**src/drvu_pkg.sv**
```systemverilog
package drvu_pkg;

   // Widths fixed by the item fields.
   localparam int COST_W = 16;
   localparam int IDX_W  = 3;

   localparam logic [COST_W-1:0] COST_NONE = '1;
   localparam logic [COST_W-1:0] COST_MAX  = 16'h7FFF;

   typedef enum logic [1:0] {
      CMD_LOAD      = 2'd0,
      CMD_ADVERTISE = 2'd1,
      CMD_RESET     = 2'd2,
      CMD_LOOKUP    = 2'd3
   } cmd_type;

   // One table row: cost, next hop and whether a next hop is set.
   typedef struct packed {
      logic [COST_W-1:0] cost;
      logic              hop_set;
      logic [IDX_W-1:0]  hop;
   } row_type;

   localparam row_type ROW_EMPTY = '{cost: COST_NONE, hop_set: 1'b0, hop: '0};

   // Operands of one Bellman-Ford relaxation.
   typedef struct packed {
      row_type           row_d;
      logic              valid_d;
      row_type           row_n;
      logic              valid_n;
      logic [COST_W-1:0] cost;
      logic [IDX_W-1:0]  nbr;
   } relax_in_type;

   typedef struct packed {
      logic [COST_W-1:0] relaxed_cost;
      logic              update;
   } relax_out_type;

   // A row never written since reset reads as the reset contents.
   function automatic row_type row_eff(input row_type r, input logic written);
      return written ? r : ROW_EMPTY;
   endfunction

endpackage

```
**src/drvu_ifs.sv**
```systemverilog
interface drvu_req_if;
   logic                                valid;
   logic                                ready;
   drvu_pkg::cmd_type                   command;
   logic [drvu_pkg::IDX_W-1:0]          dest_index;
   logic [drvu_pkg::IDX_W-1:0]          neighbor_index;
   logic signed [drvu_pkg::COST_W-1:0]  cost;
   logic                                last_element;

   modport source (output valid, command, dest_index, neighbor_index, cost, last_element,
                   input ready);
   modport sink (input valid, command, dest_index, neighbor_index, cost, last_element,
                 output ready);
endinterface

interface drvu_rsp_if;
   logic                                valid;
   logic                                ready;
   logic signed [drvu_pkg::COST_W-1:0]  route_cost;
   logic [drvu_pkg::IDX_W-1:0]          next_hop;
   logic                                has_route;
   logic                                table_changed;

   modport source (output valid, route_cost, next_hop, has_route, table_changed,
                   input ready);
   modport sink (input valid, route_cost, next_hop, has_route, table_changed,
                 output ready);
endinterface

interface drvu_csr_if;
   logic                        valid;
   logic                        ready;
   logic [drvu_pkg::IDX_W-1:0]  self_index;

   modport source (output valid, self_index, input ready);
   modport sink (input valid, self_index, output ready);
endinterface

```
**src/distance_vector_route_update.sv**
```systemverilog
// Distance-vector routing table with Bellman-Ford relaxation.
// Channels: req_chan takes one command per transfer (load, advertisement
// element, neighbor-loss reset, lookup); rsp_chan returns exactly one result
// per command, in order; csr_chan writes self_index and is always ready.
// Write csr_chan only while no command is in flight.
// A load, lookup or advertisement element is a table read, then a modify
// and write back; the last element of an advertisement adds a step of its
// own, since the link cost to the sender is written back through the single
// live-table write port. A neighbor-loss reset copies the initial table
// into the live table one entry per cycle over its one read port.
// One command is in work at a time; req_chan is ready only between commands.
// Results sit in an output register, so a finished result waits there while
// the next command is taken; a command that needs the output register stalls
// until rsp_chan takes the previous result.
// Reset: all entries unreachable and valid, no next hops, no neighbors,
// self_index 0. No clearing pass is needed after reset.
module distance_vector_route_update #(
   parameter int ROUTERS = 8
) (
   input  logic        clock,
   input  logic        reset,
   drvu_req_if.sink    req_chan,
   drvu_rsp_if.source  rsp_chan,
   drvu_csr_if.sink    csr_chan
);

   localparam int AW = $clog2(ROUTERS);
   localparam logic [AW-1:0] LAST_IDX = AW'(ROUTERS - 1);

   typedef enum logic [2:0] {
      ST_IDLE,
      ST_EXEC,
      ST_LAST,
      ST_COPY,
      ST_DRAIN,
      ST_EMIT
   } state_type;

   state_type state_ff;

   // Accepted command.
   drvu_pkg::cmd_type             cmd_ff;
   logic [drvu_pkg::IDX_W-1:0]    d_ff;
   logic [drvu_pkg::IDX_W-1:0]    n_ff;
   logic [drvu_pkg::COST_W-1:0]   c_ff;
   logic                          last_ff;

   logic [drvu_pkg::IDX_W-1:0]    self_ff;
   logic [ROUTERS-1:0]            live_valid_ff;
   logic [ROUTERS-1:0]            init_valid_ff;
   logic [ROUTERS-1:0]            mark_ff;
   logic                          change_ff;
   logic [drvu_pkg::COST_W-1:0]   adv_self_ff;
   drvu_pkg::row_type             new_row_ff;
   drvu_pkg::row_type             hold_row_ff;
   logic [AW-1:0]                 cnt_ff;
   logic                          copy_wr_ff;
   logic [AW-1:0]                 copy_addr_ff;

   logic                          rsp_valid_ff;
   logic [drvu_pkg::COST_W-1:0]   rsp_cost_ff;
   logic [drvu_pkg::IDX_W-1:0]    rsp_hop_ff;
   logic                          rsp_has_ff;
   logic                          rsp_changed_ff;

   logic                          req_fire;
   logic                          out_free;
   logic [AW-1:0]                 d_addr;
   logic [AW-1:0]                 n_addr;
   logic                          d_ok;
   logic                          n_ok;
   logic                          is_self;
   logic                          fix_n;
   logic                          vd;
   logic                          vn;
   logic                          adv_write;
   logic                          no_emit;
   logic                          step;
   logic                          kill;
   logic [ROUTERS-1:0]            kill_mask;
   logic [ROUTERS-1:0]            iv_in;

   drvu_pkg::row_type             live_rd_a;
   drvu_pkg::row_type             live_rd_b;
   drvu_pkg::row_type             init_rd;
   drvu_pkg::row_type             load_row;
   drvu_pkg::row_type             new_row_d;
   drvu_pkg::relax_in_type        rlx_in;
   drvu_pkg::relax_out_type       rlx_out;

   logic                          live_we;
   logic [AW-1:0]                 live_wa;
   drvu_pkg::row_type             live_wrow;
   logic                          init_we;
   logic                          init_re;
   logic [AW-1:0]                 init_ra;

   drvu_pkg::row_type             res_row;
   logic                          res_valid;
   logic                          rsp_load;
   logic                          rsp_changed_in;
   logic                          rsp_has_in;
   logic [drvu_pkg::COST_W-1:0]   rsp_cost_in;
   logic [drvu_pkg::IDX_W-1:0]    rsp_hop_in;

   // Handshakes.
   assign req_fire       = req_chan.valid & req_chan.ready;
   assign req_chan.ready = (state_ff == ST_IDLE);
   assign csr_chan.ready = 1'b1;
   assign out_free       = ~rsp_valid_ff | rsp_chan.ready;

   // Index decode.
   assign d_addr  = AW'(d_ff);
   assign n_addr  = AW'(n_ff);
   assign d_ok    = (32'(d_ff) < ROUTERS);
   assign n_ok    = (32'(n_ff) < ROUTERS);
   assign is_self = (d_ff == self_ff);

   // A sender whose initial entry was invalidated becomes valid again.
   assign fix_n = (cmd_ff == drvu_pkg::CMD_ADVERTISE) & n_ok & ~init_valid_ff[n_addr];
   assign vn    = (n_ok & live_valid_ff[n_addr]) | fix_n;
   assign vd    = (d_ok & live_valid_ff[d_addr]) | (fix_n & (d_ff == n_ff));

   assign rlx_in = '{row_d: live_rd_a, valid_d: vd, row_n: live_rd_b, valid_n: vn,
                     cost: c_ff, nbr: n_ff};

   drvu_relax u_relax (
      .rin  (rlx_in),
      .rout (rlx_out)
   );

   assign new_row_d = '{cost:    rlx_out.relaxed_cost,
                        hop_set: rlx_out.update | live_rd_a.hop_set,
                        hop:     rlx_out.update ? n_ff : live_rd_a.hop};
   assign load_row  = '{cost: c_ff, hop_set: 1'b1, hop: d_ff};
   assign adv_write = (cmd_ff == drvu_pkg::CMD_ADVERTISE) & n_ok & ~is_self & d_ok;

   // Commands that do not deliver a result from the execute cycle.
   assign no_emit = (cmd_ff == drvu_pkg::CMD_RESET) |
                    ((cmd_ff == drvu_pkg::CMD_ADVERTISE) & last_ff);
   assign step    = (state_ff == ST_EXEC) & (no_emit | out_free);

   // Neighbor loss: invalidate a reachable neighbor in the initial table.
   assign kill = n_ok & mark_ff[n_addr] & init_valid_ff[n_addr] & ~init_rd.cost[15];
   always_comb begin
      kill_mask = '0;
      if (kill) begin
         kill_mask[n_addr] = 1'b1;
      end
   end
   assign iv_in = init_valid_ff & ~kill_mask;

   // Live table write port: element or load, link cost on the last element, copy.
   always_comb begin
      live_we   = 1'b0;
      live_wa   = d_addr;
      live_wrow = new_row_d;
      if (copy_wr_ff) begin
         live_we   = 1'b1;
         live_wa   = copy_addr_ff;
         live_wrow = init_rd;
      end else if (step & (cmd_ff == drvu_pkg::CMD_LOAD) & d_ok) begin
         live_we   = 1'b1;
         live_wrow = load_row;
      end else if (step & adv_write) begin
         live_we   = 1'b1;
      end else if ((state_ff == ST_LAST) & out_free & n_ok) begin
         live_we   = 1'b1;
         live_wa   = n_addr;
         live_wrow = '{cost:    adv_self_ff,
                       hop_set: (d_ff == n_ff) ? new_row_ff.hop_set : live_rd_b.hop_set,
                       hop:     (d_ff == n_ff) ? new_row_ff.hop : live_rd_b.hop};
      end
   end

   drvu_live_mem #(.ROUTERS(ROUTERS)) u_live_mem (
      .clock     (clock),
      .reset     (reset),
      .rd_en     (req_fire),
      .rd_addr_a (AW'(req_chan.dest_index)),
      .rd_addr_b (AW'(req_chan.neighbor_index)),
      .rd_row_a  (live_rd_a),
      .rd_row_b  (live_rd_b),
      .wr_en     (live_we),
      .wr_addr   (live_wa),
      .wr_row    (live_wrow)
   );

   // Initial table: read the sender on transfer, or sweep during a copy.
   assign init_re = req_fire | (state_ff == ST_COPY);
   assign init_ra = (state_ff == ST_COPY) ? cnt_ff : AW'(req_chan.neighbor_index);
   assign init_we = step & (cmd_ff == drvu_pkg::CMD_LOAD) & d_ok;

   drvu_init_mem #(.ROUTERS(ROUTERS)) u_init_mem (
      .clock   (clock),
      .reset   (reset),
      .rd_en   (init_re),
      .rd_addr (init_ra),
      .rd_row  (init_rd),
      .wr_en   (init_we),
      .wr_addr (d_addr),
      .wr_row  (load_row)
   );

   // Result selection for the destination entry after the command.
   always_comb begin
      res_row        = live_rd_a;
      res_valid      = vd;
      rsp_changed_in = 1'b0;
      rsp_load       = 1'b0;
      unique case (state_ff)
         ST_EXEC: begin
            rsp_load = step & ~no_emit;
            if (cmd_ff == drvu_pkg::CMD_LOAD) begin
               res_row   = load_row;
               res_valid = 1'b1;
            end else if (adv_write) begin
               res_row = new_row_d;
            end
         end
         ST_LAST: begin
            rsp_load       = out_free;
            rsp_changed_in = change_ff;
            res_valid      = d_ok & live_valid_ff[d_addr];
            res_row        = new_row_ff;
            if (n_ok & (d_ff == n_ff)) begin
               res_row.cost = adv_self_ff;
            end
         end
         ST_EMIT: begin
            rsp_load  = out_free;
            res_valid = d_ok & live_valid_ff[d_addr];
            res_row   = hold_row_ff;
         end
         default: begin
            rsp_load = 1'b0;
         end
      endcase
   end

   assign rsp_has_in  = d_ok & res_valid & res_row.hop_set;
   assign rsp_cost_in = (d_ok & res_valid) ? res_row.cost : drvu_pkg::COST_NONE;
   assign rsp_hop_in  = rsp_has_in ? res_row.hop : '0;

   // Configuration register.
   always_ff @(posedge clock) begin
      if (reset) begin
         self_ff <= '0;
      end else if (csr_chan.valid) begin
         self_ff <= csr_chan.self_index;
      end
   end

   // Accepted command fields; a negative cost counts as unreachable.
   always_ff @(posedge clock) begin
      if (req_fire) begin
         cmd_ff  <= req_chan.command;
         d_ff    <= req_chan.dest_index;
         n_ff    <= req_chan.neighbor_index;
         c_ff    <= req_chan.cost[15] ? drvu_pkg::COST_NONE : req_chan.cost;
         last_ff <= req_chan.last_element;
      end
   end

   // Copy write pipeline, capture of the destination row, and the row held for the last element.
   always_ff @(posedge clock) begin
      copy_addr_ff <= cnt_ff;
      if (copy_wr_ff & (copy_addr_ff == d_addr)) begin
         hold_row_ff <= init_rd;
      end
      if (step) begin
         new_row_ff <= adv_write ? new_row_d : live_rd_a;
      end
   end

   // Sequencer, table control state and the output register.
   always_ff @(posedge clock) begin
      if (reset) begin
         state_ff      <= ST_IDLE;
         live_valid_ff <= '1;
         init_valid_ff <= '1;
         mark_ff       <= '0;
         change_ff     <= 1'b0;
         adv_self_ff   <= drvu_pkg::COST_NONE;
         cnt_ff        <= '0;
         copy_wr_ff    <= 1'b0;
         rsp_valid_ff  <= 1'b0;
      end else begin
         copy_wr_ff <= (state_ff == ST_COPY);
         unique case (state_ff)
            ST_IDLE: begin
               if (req_fire) begin
                  state_ff <= ST_EXEC;
               end
            end
            ST_EXEC: begin
               if (step) begin
                  unique case (cmd_ff)
                     drvu_pkg::CMD_LOAD: begin
                        if (d_ok) begin
                           live_valid_ff[d_addr] <= 1'b1;
                           init_valid_ff[d_addr] <= 1'b1;
                           mark_ff[d_addr]       <= 1'b1;
                        end
                        state_ff <= ST_IDLE;
                     end
                     drvu_pkg::CMD_ADVERTISE: begin
                        if (fix_n) begin
                           init_valid_ff[n_addr] <= 1'b1;
                           live_valid_ff[n_addr] <= 1'b1;
                        end
                        if (fix_n | (adv_write & rlx_out.update)) begin
                           change_ff <= 1'b1;
                        end
                        if (n_ok & is_self) begin
                           adv_self_ff <= c_ff;
                        end
                        state_ff <= last_ff ? ST_LAST : ST_IDLE;
                     end
                     drvu_pkg::CMD_RESET: begin
                        init_valid_ff <= iv_in;
                        live_valid_ff <= iv_in;
                        cnt_ff        <= '0;
                        state_ff      <= ST_COPY;
                     end
                     drvu_pkg::CMD_LOOKUP: begin
                        state_ff <= ST_IDLE;
                     end
                     default: begin
                        state_ff <= ST_IDLE;
                     end
                  endcase
               end
            end
            ST_LAST: begin
               if (out_free) begin
                  change_ff   <= 1'b0;
                  adv_self_ff <= drvu_pkg::COST_NONE;
                  state_ff    <= ST_IDLE;
               end
            end
            ST_COPY: begin
               cnt_ff <= cnt_ff + 1'b1;
               if (cnt_ff == LAST_IDX) begin
                  state_ff <= ST_DRAIN;
               end
            end
            ST_DRAIN: begin
               state_ff <= ST_EMIT;
            end
            ST_EMIT: begin
               if (out_free) begin
                  state_ff <= ST_IDLE;
               end
            end
            default: begin
               state_ff <= ST_IDLE;
            end
         endcase

         // Output register: loaded with a result, emptied by a transfer.
         if (rsp_load) begin
            rsp_valid_ff <= 1'b1;
         end else if (rsp_chan.ready) begin
            rsp_valid_ff <= 1'b0;
         end
      end
   end

   always_ff @(posedge clock) begin
      if (rsp_load) begin
         rsp_cost_ff    <= rsp_cost_in;
         rsp_hop_ff     <= rsp_hop_in;
         rsp_has_ff     <= rsp_has_in;
         rsp_changed_ff <= rsp_changed_in;
      end
   end

   assign rsp_chan.valid         = rsp_valid_ff;
   assign rsp_chan.route_cost    = rsp_cost_ff;
   assign rsp_chan.next_hop      = rsp_hop_ff;
   assign rsp_chan.has_route     = rsp_has_ff;
   assign rsp_chan.table_changed = rsp_changed_ff;

   // After a copy the live valid bits match the initial ones.
   a_copy_valid: assert property (@(posedge clock) disable iff (reset)
      state_ff == ST_EMIT |-> live_valid_ff == init_valid_ff)
      else $error("live valid bits differ from initial ones after copy");

   // The changed flag is only reported at the end of an advertisement.
   a_changed_last: assert property (@(posedge clock) disable iff (reset)
      rsp_load && rsp_changed_in |-> state_ff == ST_LAST)
      else $error("table_changed reported outside the last element");

   // Ending an advertisement clears the pending change and the self cost.
   a_adv_end: assert property (@(posedge clock) disable iff (reset)
      state_ff == ST_LAST && out_free |=> adv_self_ff == drvu_pkg::COST_NONE && !change_ff)
      else $error("advertisement state not cleared at its end");

endmodule

```
**src/drvu_live_mem.sv**
```systemverilog
module drvu_live_mem #(
   parameter int ROUTERS = 8,
   localparam int AW = $clog2(ROUTERS)
) (
   input  logic              clock,
   input  logic              reset,
   input  logic              rd_en,
   input  logic [AW-1:0]     rd_addr_a,
   input  logic [AW-1:0]     rd_addr_b,
   output drvu_pkg::row_type rd_row_a,
   output drvu_pkg::row_type rd_row_b,
   input  logic              wr_en,
   input  logic [AW-1:0]     wr_addr,
   input  drvu_pkg::row_type wr_row
);

   drvu_pkg::row_type mem [ROUTERS];
   logic [ROUTERS-1:0] written_ff;
   drvu_pkg::row_type rd_a_ff;
   drvu_pkg::row_type rd_b_ff;
   logic              rd_a_wr_ff;
   logic              rd_b_wr_ff;

   // Live table storage with two registered read ports.
   always_ff @(posedge clock) begin
      if (wr_en) begin
         mem[wr_addr] <= wr_row;
      end
      if (rd_en) begin
         rd_a_ff    <= mem[rd_addr_a];
         rd_b_ff    <= mem[rd_addr_b];
         rd_a_wr_ff <= written_ff[rd_addr_a];
         rd_b_wr_ff <= written_ff[rd_addr_b];
      end
   end

   // Rows not yet written read as the reset contents.
   always_ff @(posedge clock) begin
      if (reset) begin
         written_ff <= '0;
      end else if (wr_en) begin
         written_ff[wr_addr] <= 1'b1;
      end
   end

   assign rd_row_a = drvu_pkg::row_eff(rd_a_ff, rd_a_wr_ff);
   assign rd_row_b = drvu_pkg::row_eff(rd_b_ff, rd_b_wr_ff);

endmodule

```
**src/drvu_init_mem.sv**
```systemverilog
module drvu_init_mem #(
   parameter int ROUTERS = 8,
   localparam int AW = $clog2(ROUTERS)
) (
   input  logic              clock,
   input  logic              reset,
   input  logic              rd_en,
   input  logic [AW-1:0]     rd_addr,
   output drvu_pkg::row_type rd_row,
   input  logic              wr_en,
   input  logic [AW-1:0]     wr_addr,
   input  drvu_pkg::row_type wr_row
);

   drvu_pkg::row_type mem [ROUTERS];
   logic [ROUTERS-1:0] written_ff;
   drvu_pkg::row_type rd_ff;
   logic              rd_wr_ff;

   // Initial table storage with one registered read port.
   always_ff @(posedge clock) begin
      if (wr_en) begin
         mem[wr_addr] <= wr_row;
      end
      if (rd_en) begin
         rd_ff    <= mem[rd_addr];
         rd_wr_ff <= written_ff[rd_addr];
      end
   end

   // Rows not yet written read as the reset contents.
   always_ff @(posedge clock) begin
      if (reset) begin
         written_ff <= '0;
      end else if (wr_en) begin
         written_ff[wr_addr] <= 1'b1;
      end
   end

   assign rd_row = drvu_pkg::row_eff(rd_ff, rd_wr_ff);

endmodule

```
**src/drvu_relax.sv**
```systemverilog
module drvu_relax (
   input  drvu_pkg::relax_in_type  rin,
   output drvu_pkg::relax_out_type rout
);

   logic [drvu_pkg::COST_W-1:0] orig;
   logic [drvu_pkg::COST_W-1:0] via;
   logic [drvu_pkg::COST_W-1:0] sum_raw;
   logic [drvu_pkg::COST_W-1:0] sum;
   logic                        blocked;
   logic                        better;
   logic                        tie;

   // Effective costs: an invalid entry counts as unreachable.
   assign orig = rin.valid_d ? rin.row_d.cost : drvu_pkg::COST_NONE;
   assign via  = rin.valid_n ? rin.row_n.cost : drvu_pkg::COST_NONE;

   // Both operands are below 2^15 here, so the sum fits in 16 bits before saturation.
   assign sum_raw = {1'b0, via[14:0]} + {1'b0, rin.cost[14:0]};
   assign sum     = sum_raw[15] ? drvu_pkg::COST_MAX : sum_raw;

   // Minimum with the lower-numbered sender winning a tie.
   assign blocked = via[15] | rin.cost[15];
   assign better  = orig[15] | (sum[14:0] < orig[14:0]);
   assign tie     = (sum[14:0] == orig[14:0]) & rin.row_d.hop_set & (rin.row_d.hop > rin.nbr);

   assign rout.update       = ~blocked & (better | tie);
   assign rout.relaxed_cost = (~blocked & better) ? sum : orig;

endmodule

```
**src/flat_wrapper.sv**
```systemverilog
// flat-port wrapper written by rule: the top's interface ports become plain ports
module distance_vector_route_update_flat 
#(
   parameter int ROUTERS = 8
)
  (clock, reset, req_chan_valid, req_chan_command, req_chan_dest_index, req_chan_neighbor_index, req_chan_cost, req_chan_last_element, req_chan_ready, rsp_chan_valid, rsp_chan_route_cost, rsp_chan_next_hop, rsp_chan_has_route, rsp_chan_table_changed, rsp_chan_ready, csr_chan_valid, csr_chan_self_index, csr_chan_ready);
  drvu_req_if req_chan_i ();
  drvu_rsp_if rsp_chan_i ();
  drvu_csr_if csr_chan_i ();
  input  logic clock;
  input  logic reset;
  input wire logic [$bits(req_chan_i.valid)-1:0] req_chan_valid;
  input wire logic [$bits(req_chan_i.command)-1:0] req_chan_command;
  input wire logic [$bits(req_chan_i.dest_index)-1:0] req_chan_dest_index;
  input wire logic [$bits(req_chan_i.neighbor_index)-1:0] req_chan_neighbor_index;
  input wire logic [$bits(req_chan_i.cost)-1:0] req_chan_cost;
  input wire logic [$bits(req_chan_i.last_element)-1:0] req_chan_last_element;
  output wire logic [$bits(req_chan_i.ready)-1:0] req_chan_ready;
  output wire logic [$bits(rsp_chan_i.valid)-1:0] rsp_chan_valid;
  output wire logic [$bits(rsp_chan_i.route_cost)-1:0] rsp_chan_route_cost;
  output wire logic [$bits(rsp_chan_i.next_hop)-1:0] rsp_chan_next_hop;
  output wire logic [$bits(rsp_chan_i.has_route)-1:0] rsp_chan_has_route;
  output wire logic [$bits(rsp_chan_i.table_changed)-1:0] rsp_chan_table_changed;
  input wire logic [$bits(rsp_chan_i.ready)-1:0] rsp_chan_ready;
  input wire logic [$bits(csr_chan_i.valid)-1:0] csr_chan_valid;
  input wire logic [$bits(csr_chan_i.self_index)-1:0] csr_chan_self_index;
  output wire logic [$bits(csr_chan_i.ready)-1:0] csr_chan_ready;
  assign req_chan_i.valid = req_chan_valid;
  assign req_chan_i.command = req_chan_command;
  assign req_chan_i.dest_index = req_chan_dest_index;
  assign req_chan_i.neighbor_index = req_chan_neighbor_index;
  assign req_chan_i.cost = req_chan_cost;
  assign req_chan_i.last_element = req_chan_last_element;
  assign req_chan_ready = req_chan_i.ready;
  assign rsp_chan_valid = rsp_chan_i.valid;
  assign rsp_chan_route_cost = rsp_chan_i.route_cost;
  assign rsp_chan_next_hop = rsp_chan_i.next_hop;
  assign rsp_chan_has_route = rsp_chan_i.has_route;
  assign rsp_chan_table_changed = rsp_chan_i.table_changed;
  assign rsp_chan_i.ready = rsp_chan_ready;
  assign csr_chan_i.valid = csr_chan_valid;
  assign csr_chan_i.self_index = csr_chan_self_index;
  assign csr_chan_ready = csr_chan_i.ready;
  distance_vector_route_update #(.ROUTERS(ROUTERS)) u_core (.clock(clock), .reset(reset), .req_chan(req_chan_i), .rsp_chan(rsp_chan_i), .csr_chan(csr_chan_i));
endmodule
```
**config.mk**
```make
export PLATFORM = sky130hd
export DESIGN_NAME = distance_vector_route_update_flat
export DESIGN_NICKNAME = d
export VERILOG_FILES = /design/src/drvu_pkg.sv /design/src/drvu_ifs.sv /design/src/distance_vector_route_update.sv /design/src/drvu_live_mem.sv /design/src/drvu_init_mem.sv /design/src/drvu_relax.sv /design/src/flat_wrapper.sv
export SDC_FILE = /design/constraint.sdc
export NUM_CORES = 1
export LEC_CHECK = 0
export ABC_AREA = 1
export BUFFER_PORTS_ARGS = -buffer_cell sky130_fd_sc_hd__buf_4
export CAP_MARGIN = 20
export CELL_PAD_IN_SITES_DETAIL_PLACEMENT = 0
export CELL_PAD_IN_SITES_GLOBAL_PLACEMENT = 1
export CORE_MARGIN = 1.5
export CORE_UTILIZATION = 46
export CTS_CLUSTER_DIAMETER = 80
export CTS_CLUSTER_SIZE = 8
export DETAILED_ROUTE_END_ITERATION = 10
export PLACE_DENSITY = 0.71
export SYNTH_ARGS = -nofsm -noshare
export SYNTH_HDL_FRONTEND = slang
export SYNTH_SLANG_ARGS = --single-unit
```
**constraint.sdc**
```tcl
create_clock -name clock -period 6.2 [get_ports clock]
set_input_delay 0 -clock clock [delete_from_list [all_inputs] [get_ports clock]]
set_output_delay 0 -clock clock [all_outputs]
set_load 0.005 [all_outputs]
```
# [After elaboration in Yosys (flattened, before gate mapping)]
# Memories as Yosys holds them, arrays and structs flattened. A register that Yosys moved wholly into a read port is not among the register bits.
# Cells that the tools add are included.
[classes] addsub=2 mul=0 div=0 order_cmp=11 n_eq_ne=23 shifts=0 n_mux=82 bitwise=45 reduce_logical=17
[op_table] cell="$mux W20" count=9
[op_table] cell="$mux W16" count=9
[op_table] cell="$pmux W20 S3" count=1
[op_table] cell="$or A8 B8 Y8" count=7
[op_table] cell="$pmux W8 S3" count=2
[op_table] cell="$mux W3" count=13
[op_table] cell="$pmux W16 S2" count=1
[op_table] cell="$mux W1" count=26
[op_table] cell="$lt A3 B4 Y1 const B" count=6
[op_table] cell="$mux W8" count=3
[op_table] cell="$bmux W1 S3" count=7
[op_table] cell="$and A1 B1 Y1" count=19
[op_table] cell="$add A15 B15 Y16" count=1
[op_table] cell="$eq A15 B15 Y1" count=1
[op_table] cell="$lt A15 B15 Y1" count=1
[op_table] cell="$mux W15" count=1
[op_table] cell="$pmux W3 S5" count=1
[op_table] cell="$ne A2 B1 Y1 const B" count=7
[op_table] cell="$or A1 B1 Y1" count=11
[op_table] cell="$reduce_and A5 Y1" count=2
[op_table] cell="$demux W1 S3" count=3
[op_table] cell="$eq A3 B3 Y1" count=3
[op_table] cell="$eq A3 B3 Y1 const B" count=3
[op_table] cell="$ge A3 B1 Y1 const B" count=3
[op_table] cell="other kinds (22)" count=40
[word_totals] reg_bits=161 latchBits=0 mem_bits_rw=312 rom_bits=0 mem_count=2
[memory_table] memory="u_core.u_live_mem.mem" depth=8 word_bits=20 read_ports=2 rd_ports_with_merged_regs=2 wr=1 line="drvu_live_mem.sv:17" rtl="drvu_pkg::row_type mem [ROUTERS];"
[memory_table] memory="u_core.u_init_mem.mem" depth=8 word_bits=19 read_ports=1 rd_ports_with_merged_regs=1 wr=1 line="drvu_init_mem.sv:15" rtl="drvu_pkg::row_type mem [ROUTERS];"

# [Logic depth before layout (Yosys ltp)]
[depth] ltp_word=19 ltp_mapped=41 depth_no_buf=38

# [By module]
# Synthesis repeated with hierarchy kept, for this count alone.
[hier_totals] cells_unflattened=3568 area_unflattened_um2=28962.8
[by_module_without_submodules] mod="drvu_live_mem" instances=1 cells_each=1280 area_per_inst_um2=10528.8 seq_area_each_um2=6226.0
[by_module_without_submodules] mod="distance_vector_route_update" instances=1 cells_each=1070 area_per_inst_um2=8240.4 seq_area_each_um2=3683.5
[by_module_without_submodules] mod="drvu_init_mem" instances=1 cells_each=826 area_per_inst_um2=8219.1 seq_area_each_um2=5595.4
[by_module_without_submodules] mod="drvu_relax" instances=1 cells_each=392 area_per_inst_um2=1974.4 seq_area_each_um2=0.0

# [Worst setup path after synthesis]
# No wires, ideal clock.
[synth_timing] path_type="register to register" from="register u_core.n_ff, in the netlist u_core.n_addr[0]" to="memory u_core.u_live_mem.mem[0][17] (netlist bit), data pin" arrival_ns=4.543 required_time_ns=5.984 path_slack_ns=1.441 path_stages_with_launch=36 period_less_slack_ns=4.759 cell_sequence="edfxtp_1 > buf_6 > clkinv_2 > buf_6 > nand2_2 > nand3_2 > nand2_1 > nor2_4 > nand2_2 > nand2_2 > nand2_4 > clkbuf_1 > or2_2 > ha_1 > inv_1 > fa_1 > o21ai_0 > nand2_1 > nand2_1 > nand3_1 > nand3_1 > nand3_1 > ha_1 > nand2_1 > nor2_1 > nand3_1 > nor2_1 > nand2_1 > nand2_1 > nand3_2 > nand2_4 > buf_6 > nand2_1 > nand3_1 > nand3_1 > o21ai_1"
[synth_rtl] item="from (decl)" line="distance_vector_route_update.sv:44" rtl="logic [drvu_pkg::IDX_W-1:0] n_ff;"
[synth_rtl] item="from (signal assigned)" line="distance_vector_route_update.sv:259" rtl="n_ff <= req_chan.neighbor_index;"
[synth_rtl] item="to (decl)" line="drvu_live_mem.sv:17"

==> reports/metrics.csv <==
metric;value;unit
antenna diode count;0;
fin crit share;0.921;
P&R area growth vs syn;15.2;%
flops & latches, synth;531;
Placed Cells;3284;
crit-path most repeated cell;nand2_1;
Synth async-reset ratio;0;
share of cells above drive strength 1;0.111;
Core Util, Final;0.534;
reg2reg setup slack;0.49;ns
Worst EP required;6.46;ns
core box area;54900;um2
non-filler cells, final;3449;
Initial Util;0.464;
Synth cell types;50;
status;finished clean;
IO buf count;55;
Fmax;175;MHz
Die Width;238;um
overall power;9.62;mW
Skew-Pair Late Insertion Delay;0.64;ns
I/O pin count;57;
Relative slew margins;0.189;
CP max-delay cell;edfxtp_1;
critical path capture point type;flop;
LEAKAGE;10.8;nW
HP Class;input pin to flop;
cell count after synthesis;2637;
Least-Margin Pin Slew;1.22;ns
Clk pin slew, worst setup/hold paths;0.05;ns
initial antenna violation count;0;
XOR/XNOR share of the synthesized area;0.00344;
# DRC;0;
synth warn;0;
net count after synthesis;2706;
Syn Std Cell Area;25400;um2
Post-DRT Antenna Nets;0;
fin crit period;5.71;ns
Clock Tree Buf Depth;3;
Initial DRC Count;2068;
crit path DAT;5.97;ns
mux share of post-synthesis cell area;0;
Die Ht;238;um
per-cell routed wire length;22.9;um
syn_area_per_cell;9.65;um2
simple-gate share of the synthesized area;0.153;
H-tree levels;3;
nets@finish;2781;
Root Buffer;clkbuf_16;
ys flop type;edfxtp_1;
largest net degree at the start of global routing;107;
postcts setup bufs;0;
pwr/cell area;328;nW/um2
CTS tree;yes;
Setup violations, final;0;
global-route wire length before repair;118000;um
Critical Path Fanout Max;24;
row count;86;
placer congestion estimate;0.926;
vias per cell;5.75;
critical path class;flop to flop;
Sum Neg Setup Slack;0;ns
vias;19844;
maximum vdd ir drop;0.236;mV
max incr delay on CP;0.58;ns
Total GRT Usage;0.279;
Final HPWL DP;49700;um
Final Max Tran Viols;0;
TritonCTS buffer count;76;
register area share after synthesis;0.599;
RSZ-0062 raised after global routing;no;
vias in the first global route;18882;
GRT overflow;0;
CTS Sinks;531;
Post-synth EDFFs;460;
Synth Area in Compound Gates;0.168;
Adder-Cell Fraction of Synth Area;0.0180;
clk_skew;0.0215;ns
Pre-antenna DRT Iters;5;
largest family of logic cells by synthesized area;compound AO/OA/AOI/OAI gates;
Hold Vio Cnt, Final;0;
MaxCap Viol Count;0;
Post-Route WL;78900;um
Fin Hold WS;0.0946;ns
die footprint;56700;um2
CP Launch Type;flop;
Yosys cell counts (all sizes together) (26+ instances only):
cell type,n,share of area
o211ai,63,0.019
nor2,319,0.048
nand2,436,0.066
clkbuf,114,0.017
or2,60,0.015
o22ai,26,0.0064
a21oi,155,0.030
o21ai,376,0.075
dfxtp,71,0.056
nand3,81,0.017
a31oi,64,0.016
ha,35,0.017
edfxtp,460,0.54
buf,32,0.0075
inv,234,0.035
per-layer routing:
layer / part of all wire / vias up / GRT usage / wire length, um
li1: - / 9364 / - / -
met5: 0 / - / 0 / 0
met2: 0.47 / 760 / 0.458 / 37400
met3: 0.065 / 129 / 0.0436 / 5160
met4: 0.020 / 0 / 0.0727 / 1600
met1: 0.44 / 9591 / 0.386 / 34700
sequential cells by signal, indices dropped and copies added (netlist names), 16 cells and up:
signal and cells:
u_core.hold_row_ff 20, u_core.u_live_mem.rd_a_ff 20, u_core.rsp_chan.route_cost 16, u_core.u_live_mem.rd_b_ff 20, u_core.u_live_mem.mem 160, u_core.u_init_mem.rd_ff 19, u_core.u_init_mem.mem 152, u_core.c_ff 16
u_core.adv_self_ff 16, u_core.new_row_ff 20
stage by stage:
stage / cell area (um2) / setup WS (ns)
floorplan: 25400 / 1.44
global route: 29300 / 0.0779
detailed placement: 26500 / 0.307
finish: 29300 / 0.489
global placement: 26500 / 0.389
CTS: 29200 / 0.272
worst paths after layout:
| path | from | end | cells past startpoint |
|---|---|---|---|
| setup / recovery | u_core.n_addr[1] | u_core.u_live_mem.mem[6][10] | 32 |
| hold / removal | req_chan_last_element | u_core.last_ff | 2 |
| setup reg to reg | u_core.n_addr[1] | u_core.u_live_mem.mem[6][10] | 32 |
| hold reg to reg | u_core.cnt_ff[0] | u_core.copy_addr_ff[0] | 0 |
worst max-delay path: cells and delay by family (launching register included):
family          cells  cell delay [ns]
flops               1             0.58
simple gates       25             3.13
fa+ha+maj           3             0.98
buf+inv             2             0.26
compound gates      2             0.38
cell families (layout without fill, tap and decap cells):
family / Yosys count / count (layout)
other: 1 / 1
DFF: 531 / 531
adders and majority gates: 36 / 36
AOI/OAI and AO/OA: 754 / 754
and+or+nand+nor: 922 / 922
buffers and inverters: 383 / 491
xor gates and xnor gates: 10 / 10
layout make-up:
cell class,count,area [um2]
Fill cell,4897,25600
Sequential cell,531,15200
Multi-Input combinational cell,1723,8880
Clock buffer,103,2000
Timing Repair Buffer,143,1220
Inverter,237,891
Tap cell,704,881
Clock inverter,8,193
power breakdown:
| group | switching (mW) | internal (mW) | leakage (nW) | total [mW] |
|---|---|---|---|---|
| clock network | 1.55 | 2.30 | 1.05 | 3.85 |
| logic | 1.03 | 0.429 | 5.04 | 1.46 |
| registers | 0.137 | 4.18 | 4.70 | 4.32 |
repair_timing:
item                                   in CTS  in global routing
endpoints found under the hold margin      69                  0
hold buffers                               51                  0
setup endpoints to repair                   0                104
resized for setup                           0                  9
cell usage in the layout, fill, tap and decap left out, drive strengths merged, types with 2 or more instances in the layout:
master         n
o21a          22
nor2         319
buf           91
edfxtp       460
a21o           2
o21ai        376
a21oi        155
xnor2          5
inv          236
ha            35
o211ai        63
dfxtp         71
xor2           5
clkbuf       104
a31oi         64
dlygate4sd3   51
a21boi         6
nand2        436
or2           60
clkinv         8
a32o           2
o221ai         7
o21bai         6
nand3b         9
nor3           6
nand4         10
a221oi         6
o22ai         26
nand3         81
a22oi         16
(Power assumes the default switching activity.)
